$ cat src/assert_macros.svh
// assertion macros used by the top-level rtl file
`ifndef ASSERT_MACROS_SVH
`define ASSERT_MACROS_SVH

// same-cycle implication, disabled during reset
`define ASSERT_IMP(lbl, clk, rst_n, ante, cons) \
    lbl: assert property (@(posedge clk) disable iff (!rst_n) (ante) |-> (cons)) \
        else $error("assertion failed");

// next-cycle implication, disabled during reset
`define ASSERT_NXT(lbl, clk, rst_n, ante, cons) \
    lbl: assert property (@(posedge clk) disable iff (!rst_n) (ante) |=> (cons)) \
        else $error("assertion failed");

`endif

$ cat src/rlrc_pkg.sv
// package with the state, event, action and register codes of the retry controller
`default_nettype none

package rlrc_pkg;

    // controller states
    localparam logic [2:0] ST_INIT      = 3'd0;
    localparam logic [2:0] ST_IDLE      = 3'd1;
    localparam logic [2:0] ST_WAIT_ACK  = 3'd2;
    localparam logic [2:0] ST_GET_DATA  = 3'd3;
    localparam logic [2:0] ST_LINK_TEST = 3'd4;

    // event kinds
    localparam logic [2:0] EV_INIT       = 3'd0;
    localparam logic [2:0] EV_TX_REQ     = 3'd1;
    localparam logic [2:0] EV_LINK_SETUP = 3'd2;
    localparam logic [2:0] EV_RX         = 3'd3;
    localparam logic [2:0] EV_TIMEOUT    = 3'd4;
    localparam logic [2:0] EV_END_LINK   = 3'd5;

    // action codes
    localparam logic [2:0] ACT_NONE   = 3'd0;
    localparam logic [2:0] ACT_SEND   = 3'd1;
    localparam logic [2:0] ACT_RESEND = 3'd2;
    localparam logic [2:0] ACT_ACK    = 3'd3;
    localparam logic [2:0] ACT_NACK   = 3'd4;
    localparam logic [2:0] ACT_PONG   = 3'd5;
    localparam logic [2:0] ACT_RELAY  = 3'd6;
    localparam logic [2:0] ACT_FAIL   = 3'd7;

    // register indexes
    localparam logic [2:0] REG_RETRY_LIMIT   = 3'd0;
    localparam logic [2:0] REG_SHORT_TIMEOUT = 3'd1;
    localparam logic [2:0] REG_LONG_TIMEOUT  = 3'd2;
    localparam logic [2:0] REG_ID_DATA_FIRST = 3'd3;
    localparam logic [2:0] REG_ID_DATA_NEXT  = 3'd4;
    localparam logic [2:0] REG_ID_PING       = 3'd5;

    // register reset values
    localparam logic [3:0]  RST_RETRY_LIMIT   = 4'd2;
    localparam logic [15:0] RST_SHORT_TIMEOUT = 16'd250;
    localparam logic [15:0] RST_LONG_TIMEOUT  = 16'd1700;
    localparam logic [7:0]  RST_ID_DATA_FIRST = 8'd16;
    localparam logic [7:0]  RST_ID_DATA_NEXT  = 8'd17;
    localparam logic [7:0]  RST_ID_PING       = 8'd32;

    localparam logic [15:0] TOTAL_MAX = 16'hFFFF;

    // one result of the controller
    typedef struct packed {
        logic [2:0]  action;
        logic        timer_start;
        logic [15:0] timer_period_ms;
        logic        listening;
        logic [2:0]  fsm_state;
        logic [3:0]  retry_count;
        logic [15:0] retry_total;
    } result_t;

endpackage

`default_nettype wire

$ cat src/radio_link_retry_controller_top.sv
// top level of the stop-and-wait radio link retry controller
// Usage
//   input channel (in_valid/in_ready): one event per request, with its packet bytes.
//   output channel (out_valid/out_ready): exactly one result per event: action,
//   timer start and period, listening flag, state and retry counters after the event.
//   config port: apb-style, registers at byte addresses 4*i, pready always high;
//   write only while no event is in flight.
// Result timing and throughput
//   the result of an event is in the output register in the cycle after acceptance.
//   one event per cycle is sustained while out_ready is high: the next-state and action
//   logic is a single combinational pass from the controller state into the output register.
// Reset
//   rst_n clears the output register and puts the controller in its init state
//   with zero counters; registers take their reset values.
// Stalls
//   while a result waits with out_ready low, in_ready is low; when the waiting
//   result is taken, a new event is accepted in that same cycle.
`default_nettype none

`include "assert_macros.svh"

module radio_link_retry_controller_top
    import rlrc_pkg::*;
(
    input  wire logic        clk,
    input  wire logic        rst_n,
    // apb configuration port
    input  wire logic        psel,
    input  wire logic        penable,
    input  wire logic        pwrite,
    input  wire logic [4:0]  paddr,
    input  wire logic [31:0] pwdata,
    output logic      [31:0] prdata,
    output logic             pready,
    // event channel
    input  wire logic        in_valid,
    output logic             in_ready,
    input  wire logic [2:0]  event_kind,
    input  wire logic        is_data_request,
    input  wire logic [7:0]  rx_message_id,
    input  wire logic [7:0]  rx_byte_one,
    input  wire logic [7:0]  rx_byte_two,
    input  wire logic [7:0]  rx_byte_ten,
    input  wire logic [7:0]  rx_byte_eleven,
    // result channel
    output logic             out_valid,
    input  wire logic        out_ready,
    output logic      [2:0]  action,
    output logic             timer_start,
    output logic      [15:0] timer_period_ms,
    output logic             listening,
    output logic      [2:0]  fsm_state_out,
    output logic      [3:0]  retry_count_out,
    output logic      [15:0] total_retries_out
);

    logic [3:0]  retry_limit_reg;
    logic [15:0] short_timeout_reg;
    logic [15:0] long_timeout_reg;
    logic [7:0]  id_data_first_reg;
    logic [7:0]  id_data_next_reg;
    logic [7:0]  id_ping_reg;

    logic [2:0]  state_reg, state_next;
    logic [3:0]  retry_reg, retry_next;
    logic [15:0] total_reg, total_next;
    logic        listen_reg, listen_next;

    logic        out_valid_reg;
    result_t     res_reg, res_next;

    logic        cfg_wr;
    logic [2:0]  cfg_idx;
    logic        in_take;

    // config write and read
    assign pready  = 1'b1;
    assign cfg_wr  = psel && penable && pwrite;
    assign cfg_idx = paddr[4:2];

    always_ff @(posedge clk or negedge rst_n)
    begin
        if (!rst_n)
        begin
            retry_limit_reg   <= RST_RETRY_LIMIT;
            short_timeout_reg <= RST_SHORT_TIMEOUT;
            long_timeout_reg  <= RST_LONG_TIMEOUT;
            id_data_first_reg <= RST_ID_DATA_FIRST;
            id_data_next_reg  <= RST_ID_DATA_NEXT;
            id_ping_reg       <= RST_ID_PING;
        end
        else if (cfg_wr)
        begin
            unique case (cfg_idx)
                REG_RETRY_LIMIT:   retry_limit_reg   <= pwdata[3:0];
                REG_SHORT_TIMEOUT: short_timeout_reg <= pwdata[15:0];
                REG_LONG_TIMEOUT:  long_timeout_reg  <= pwdata[15:0];
                REG_ID_DATA_FIRST: id_data_first_reg <= pwdata[7:0];
                REG_ID_DATA_NEXT:  id_data_next_reg  <= pwdata[7:0];
                REG_ID_PING:       id_ping_reg       <= pwdata[7:0];
                default:           ;
            endcase
        end
    end

    always_comb
    begin
        unique case (cfg_idx)
            REG_RETRY_LIMIT:   prdata = {28'd0, retry_limit_reg};
            REG_SHORT_TIMEOUT: prdata = {16'd0, short_timeout_reg};
            REG_LONG_TIMEOUT:  prdata = {16'd0, long_timeout_reg};
            REG_ID_DATA_FIRST: prdata = {24'd0, id_data_first_reg};
            REG_ID_DATA_NEXT:  prdata = {24'd0, id_data_next_reg};
            REG_ID_PING:       prdata = {24'd0, id_ping_reg};
            default:           prdata = 32'd0;
        endcase
    end

    // handshake: accept whenever the output register is free or being emptied
    assign in_ready = !out_valid_reg || out_ready;
    assign in_take  = in_valid && in_ready;

    // next state and result for one event
    always_comb
    begin
        logic        known;
        logic [7:0]  pkt_total;
        logic [7:0]  pkt_cur;
        logic [2:0]  act;
        logic        tstart;
        logic [15:0] period;
        logic        bump;

        state_next  = state_reg;
        retry_next  = retry_reg;
        total_next  = total_reg;
        listen_next = listen_reg;
        act         = ACT_NONE;
        tstart      = 1'b0;
        period      = 16'd0;
        bump        = 1'b0;

        // first id wins when both data ids match
        known     = 1'b1;
        pkt_total = rx_byte_ten;
        pkt_cur   = rx_byte_eleven;
        if (rx_message_id == id_data_first_reg)
        begin
            pkt_total = rx_byte_ten;
            pkt_cur   = rx_byte_eleven;
        end
        else if (rx_message_id == id_data_next_reg)
        begin
            pkt_total = rx_byte_one;
            pkt_cur   = rx_byte_two;
        end
        else
        begin
            known = 1'b0;
        end

        unique case (state_reg)
            ST_INIT:
            begin
                if (event_kind == EV_INIT)
                begin
                    retry_next  = 4'd0;
                    total_next  = 16'd0;
                    listen_next = 1'b0;
                    state_next  = ST_IDLE;
                end
            end
            ST_IDLE:
            begin
                if (event_kind == EV_TX_REQ)
                begin
                    act         = ACT_SEND;
                    listen_next = 1'b1;
                    tstart      = 1'b1;
                    retry_next  = 4'd0;
                    if (is_data_request)
                    begin
                        period     = long_timeout_reg;
                        state_next = ST_GET_DATA;
                    end
                    else
                    begin
                        period     = short_timeout_reg;
                        state_next = ST_WAIT_ACK;
                    end
                end
                else if (event_kind == EV_LINK_SETUP)
                begin
                    listen_next = 1'b1;
                    state_next  = ST_LINK_TEST;
                end
            end
            ST_WAIT_ACK:
            begin
                if (event_kind == EV_RX)
                begin
                    // any reply is relayed, retry count kept
                    act         = ACT_RELAY;
                    state_next  = ST_IDLE;
                    listen_next = 1'b0;
                end
                else if (event_kind == EV_TIMEOUT)
                begin
                    if (retry_reg < retry_limit_reg)
                    begin
                        act         = ACT_RESEND;
                        listen_next = 1'b1;
                        tstart      = 1'b1;
                        period      = short_timeout_reg;
                        bump        = 1'b1;
                    end
                    else
                    begin
                        act         = ACT_FAIL;
                        retry_next  = 4'd0;
                        state_next  = ST_IDLE;
                        listen_next = 1'b0;
                    end
                end
            end
            ST_GET_DATA:
            begin
                if (event_kind == EV_RX)
                begin
                    if (!known)
                    begin
                        act         = ACT_FAIL;
                        retry_next  = 4'd0;
                        state_next  = ST_IDLE;
                        listen_next = 1'b0;
                    end
                    else if (pkt_total == pkt_cur)
                    begin
                        // last packet: back to idle without an ack
                        retry_next  = 4'd0;
                        state_next  = ST_IDLE;
                        listen_next = 1'b0;
                    end
                    else
                    begin
                        act         = ACT_ACK;
                        listen_next = 1'b1;
                        tstart      = 1'b1;
                        period      = long_timeout_reg;
                        retry_next  = 4'd0;
                    end
                end
                else if (event_kind == EV_TIMEOUT)
                begin
                    if (retry_reg < retry_limit_reg)
                    begin
                        act         = ACT_NACK;
                        listen_next = 1'b1;
                        tstart      = 1'b1;
                        period      = long_timeout_reg;
                        bump        = 1'b1;
                    end
                    else
                    begin
                        act         = ACT_FAIL;
                        retry_next  = 4'd0;
                        state_next  = ST_IDLE;
                        listen_next = 1'b0;
                    end
                end
            end
            ST_LINK_TEST:
            begin
                if (event_kind == EV_RX)
                begin
                    if (rx_message_id == id_ping_reg)
                    begin
                        act = ACT_PONG;
                    end
                end
                else if (event_kind == EV_END_LINK)
                begin
                    state_next  = ST_IDLE;
                    listen_next = 1'b0;
                end
            end
            default:
            begin
            end
        endcase

        // retry counters, total saturates
        if (bump)
        begin
            retry_next = retry_reg + 4'd1;
            if (total_reg != TOTAL_MAX)
            begin
                total_next = total_reg + 16'd1;
            end
        end

        res_next.action          = act;
        res_next.timer_start     = tstart;
        res_next.timer_period_ms = period;
        res_next.listening       = listen_next;
        res_next.fsm_state       = state_next;
        res_next.retry_count     = retry_next;
        res_next.retry_total     = total_next;
    end

    // controller state
    always_ff @(posedge clk or negedge rst_n)
    begin
        if (!rst_n)
        begin
            state_reg  <= ST_INIT;
            retry_reg  <= 4'd0;
            total_reg  <= 16'd0;
            listen_reg <= 1'b0;
        end
        else if (in_take)
        begin
            state_reg  <= state_next;
            retry_reg  <= retry_next;
            total_reg  <= total_next;
            listen_reg <= listen_next;
        end
    end

    // output register valid flag
    always_ff @(posedge clk or negedge rst_n)
    begin
        if (!rst_n)
        begin
            out_valid_reg <= 1'b0;
        end
        else if (in_take)
        begin
            out_valid_reg <= 1'b1;
        end
        else if (out_ready)
        begin
            out_valid_reg <= 1'b0;
        end
    end

    // output register payload
    always_ff @(posedge clk or negedge rst_n)
    begin
        if (!rst_n)
        begin
            res_reg <= '0;
        end
        else if (in_take)
        begin
            res_reg <= res_next;
        end
    end

    assign out_valid         = out_valid_reg;
    assign action            = res_reg.action;
    assign timer_start       = res_reg.timer_start;
    assign timer_period_ms   = res_reg.timer_period_ms;
    assign listening         = res_reg.listening;
    assign fsm_state_out     = res_reg.fsm_state;
    assign retry_count_out   = res_reg.retry_count;
    assign total_retries_out = res_reg.retry_total;

    // checks
    `ASSERT_IMP(a_retry_nonzero, clk, rst_n, out_valid && (action == ACT_RESEND || action == ACT_NACK), retry_count_out != 4'd0)
    `ASSERT_IMP(a_fail_to_idle, clk, rst_n, out_valid && action == ACT_FAIL, fsm_state_out == ST_IDLE && !listening)
    `ASSERT_IMP(a_timer_listen, clk, rst_n, out_valid && timer_start, listening)
    `ASSERT_NXT(a_init_leaves, clk, rst_n, in_take && state_reg == ST_INIT && event_kind == EV_INIT, out_valid && fsm_state_out == ST_IDLE && total_retries_out == 16'd0)

endmodule

`default_nettype wire

$ cat config.mk
export PLATFORM = sky130hd
export DESIGN_NAME = radio_link_retry_controller_top
export DESIGN_NICKNAME = d
export VERILOG_FILES = /design/src/rlrc_pkg.sv /design/src/radio_link_retry_controller_top.sv
export VERILOG_INCLUDE_DIRS = /design/src /design/src/src
export SDC_FILE = /design/constraint.sdc
export NUM_CORES = 1
export LEC_CHECK = 0
export ABC_AREA = 1
export BUFFER_PORTS_ARGS = -buffer_cell sky130_fd_sc_hd__clkbuf_2
export CAP_MARGIN = 10
export CORE_ASPECT_RATIO = 2
export CORE_MARGIN = 8
export CORE_UTILIZATION = 50
export CTS_CLUSTER_DIAMETER = 120
export CTS_CLUSTER_SIZE = 20
export DETAILED_ROUTE_END_ITERATION = 12
export PLACE_DENSITY = 0.85
export REMOVE_ABC_BUFFERS = 1
export SLEW_MARGIN = 20
export SYNTH_ARGS = -nofsm -noshare
export SYNTH_HDL_FRONTEND = slang
export SYNTH_SLANG_ARGS = --single-unit
$ cat constraint.sdc
create_clock -name clk -period 5.6 [get_ports clk]
set_clock_uncertainty 0.2 [all_clocks]
set_input_delay 0.28 -clock clk [delete_from_list [all_inputs] [get_ports clk]]
set_output_delay 0.28 -clock clk [all_outputs]
set_load 0.05 [all_outputs]
==> run_results.csv <==
group,metric,value,unit
global_routing,grt_first_pass_wirelength,30200,um
die,die_area,17500,sq um
clock_network,ctsResizeCount,0,
clock_network,clk_latency,0.36,ns
synthesis,ys_seq_elements,105,
place,dp_cells,1215,
synthesis,synth-edff-count,0,
pwr,ir_drop,0.246,mV
final_layout,most-common-layout-cells,"nand2_1 (314), clkbuf_2 (130), inv_1 (121), o21ai_0 (112), dfrtp_1 (89)",
global_routing,met3_usage,4.09,%
synthesis,synth_ff_type,"dfrtp_1",
setup_path,cp.required,5.70,ns
global_routing,grt_pass1_vias,6672,
synthesis,seq_area_frac_synth,39.9,%
sta,setup_violations,0,
status,outcome,"finished clean",
die,die_h,179,um
worst_hold_path,min_to,"short_timeout_reg[15]$_DFFE_PN0P_",
route,wl_per_cell,15.3,um
final_layout,utilization,59.6,%
place,post-dp-hpwl,14100,um
sta,period_share,47.6,%
sta,rsz0062_at_grt,"false",
sta,drv_slew,0,
die,pin_count,167,
place,dpl-instance-area,7320,sq um
global_routing,grtUsageMet1,19.7,%
setup_path,worst_setup_path_start_kind,"flip-flop",
global_routing,grt_antenna_before_repair,0,
clock_network,cts_made_buffers,9,
sta,fin_ws,2.93,ns
job,cap_violations,0,
clock_network,clockBufferDepth,2,
route,dr_total_vias,6708,
synthesis,yosysWarnings,0,
setup_path,crit_fanout,17,
setup_path,r2r_setup_slack,2.93,ns
sta,final.min_clock_period,2.67,ns
route,antenna_left,0,
final_layout,final_common_cell,"nand2_1",
worst_hold_path,worstHoldStart,"pwdata[15]",
global_routing,grt_usage,21.2,%
global_routing,grt-busiest-layer,"met2",
route,viasPerCell,5.38,
setup_path,cp_data_arrival_time,2.77,ns
synthesis,ys_types,41,
global_routing,grt-ovfl-total,0,
synthesis,synth-async-reset-ratio,100,%
worst_hold_path,hold_class,"in2reg",
sta,relSlewSlack,32.6,%
final_layout,final_nets,1183,
synthesis,synth_area,6640,sq um
clock_network,path_clk_slew,0.07,ns
pwr,p_leak,4.04,nW
place,gp_congestion,0.897,
clock_network,htreeDepth,3,
global_routing,grtUsageMet2,39.8,%
clock_network,cts_root_buffer,"clkbuf_16",
sta,hold_slack,0.00805,ns
final_layout,synthToLayoutAreaGrowth,16.7,%
clock_network,cts_tree,"done",
clock_network,clock_sinks,105,
synthesis,syn_avg_cell_area,6.93,sq um
sta,worst_pin_slew,1.01,ns
die,row_count,59,
pwr,p_per_area,257,nW/um^2
setup_path,regToRegEndpoint,"timer_period_ms[7]$_DFFE_PN0P_",
setup_path,max_stage_delay,0.70,ns
final_layout,finalInstanceArea,7750,sq um
sta,hold_viol,0,
setup_path,rr_worst_depth,11,
setup_path,path_class,"reg2reg",
final_layout,num-fill-cells,1211,
setup_path,crit_chain,"inv_1 -> ha_1 -> o21ai_1 -> nand2_1 -> nand3_1 -> nand3_1 -> nor2_2 -> nand3_1 -> nand3_2 -> nand2_1 -> nand2_1",
clock_network,cts_setup_buffers,0,
pwr,finalPower,1.99,mW
route,drc_errors,0,
final_layout,drive_gt1_share,20.0,%
route,initialDrtViolationCount,357,
place,preCtsSetupSlack,2.97,ns
setup_path,r2r-start,"retry_limit_reg[1]$_DFFE_PN1P_",
die,core,13000,sq um
final_layout,multi_input_area,3290,sq um
setup_path,cp_slowest_cell,"nor2_2",
sta,max_freq,375,MHz
setup_path,worstSetupEndpointType,"flip-flop",
final_layout,antenna_cells,0,
global_routing,grt_max_degree,57,
final_layout,instances_no_fill,1247,
place,io_buffers,131,
die,die_width,97.5,um
sta,fin_tns_setup,0,ns
route,dr.pass1.iters,6,
final_layout,register_area,2650,sq um
die,start_util,51.1,%
synthesis,syn_inst,959,
worst_hold_path,hold_depth,3,
route,routed_wl,19000,um
==> worst max path at each step <==
| stage | slack (ns) | cells after the start | from | endpoint |
|---|---|---|---|---|
| 5_1_grt | 2.76 | 14 | out_ready | fsm_state_out[1]$_DFFE_PN0P_ |
| 2_1_floorplan | 2.44 | 9 | out_valid$_DFFE_PN0P_ | fsm_state_out[1]$_DFFE_PN0P_ |
| 4_1_cts | 2.95 | 11 | retry_limit_reg[1]$_DFFE_PN1P_ | timer_period_ms[7]$_DFFE_PN0P_ |
| 3_3_place_gp | 2.98 | 11 | retry_limit_reg[1]$_DFFE_PN1P_ | timer_period_ms[7]$_DFFE_PN0P_ |
| 3_5_place_dp | 2.97 | 11 | retry_limit_reg[1]$_DFFE_PN1P_ | timer_period_ms[7]$_DFFE_PN0P_ |
| 6_report | 2.93 | 11 | retry_limit_reg[1]$_DFFE_PN1P_ | timer_period_ms[7]$_DFFE_PN0P_ |
==> routing by layer <==
| layer | part of all wire (%) | routed length (um) |
|---|---|---|
| met1 | 35 | 6610 |
| met2 | 54 | 10300 |
| met3 | 5.4 | 1020 |
| met4 | 5.8 | 1100 |
| met5 | 0 | 0 |
==> kinds of logic after synthesis <==
logic type	Yosys count	synth area share, %
AOI/OAI and AO/OA	170	14.1
xor gates and xnor gates	16	2.11
adders and majority gates	5	0.942
buffers and inverters	180	11.5
DFF	105	39.9
muxes	4	0.678
other	2	0.113
and+or+nand+nor	477	30.6
==> synth_stat cells, types with 10 or more instances <==
cell	n	area, sq um
dfrtp_1	89	2230
nand2_2	12	75.1
inv_2	10	37.5
xnor2_1	11	96.3
clkbuf_1	20	75.1
nand2_1	314	1180
o21ai_1	14	70.1
o22ai_1	11	68.8
dfstp_2	16	420
nor2_1	58	218
o21ai_0	112	561
buf_4	19	143
a21oi_1	13	65.1
nand3_2	10	100
nand3_1	54	270
inv_1	121	454
==> what timing repair did <==
action | in CTS | in global routing
hold endpoints to repair | 69 | 0
hold buffers | 16 | 0
setup endpoints to repair | 0 | 0
==> critical path, delay by kind of cell, from the launching register on <==
family          cells  cell delay [ns]
compound gates      1             0.07
simple gates        8             1.49
flops               1             0.55
fa+ha+maj           1             0.26
buf+inv             1             0.04
==> power breakdown <==
part           total, mW  internal, mW  switching, mW
logic              0.450         0.144          0.306
registers          0.948         0.865         0.0826
clock network      0.592         0.301          0.291
total               1.99          1.31          0.679
==> final cells by class <==
cell class	count	area share, %
multi-input cells	689	42.4
flip-flops and latches	105	34.2
repair buffers	152	11.0
inverters	133	6.44
clock buffers	9	2.91
well taps	152	2.45
clock inverters	7	0.597
Power figures use the tool's default switching activity.
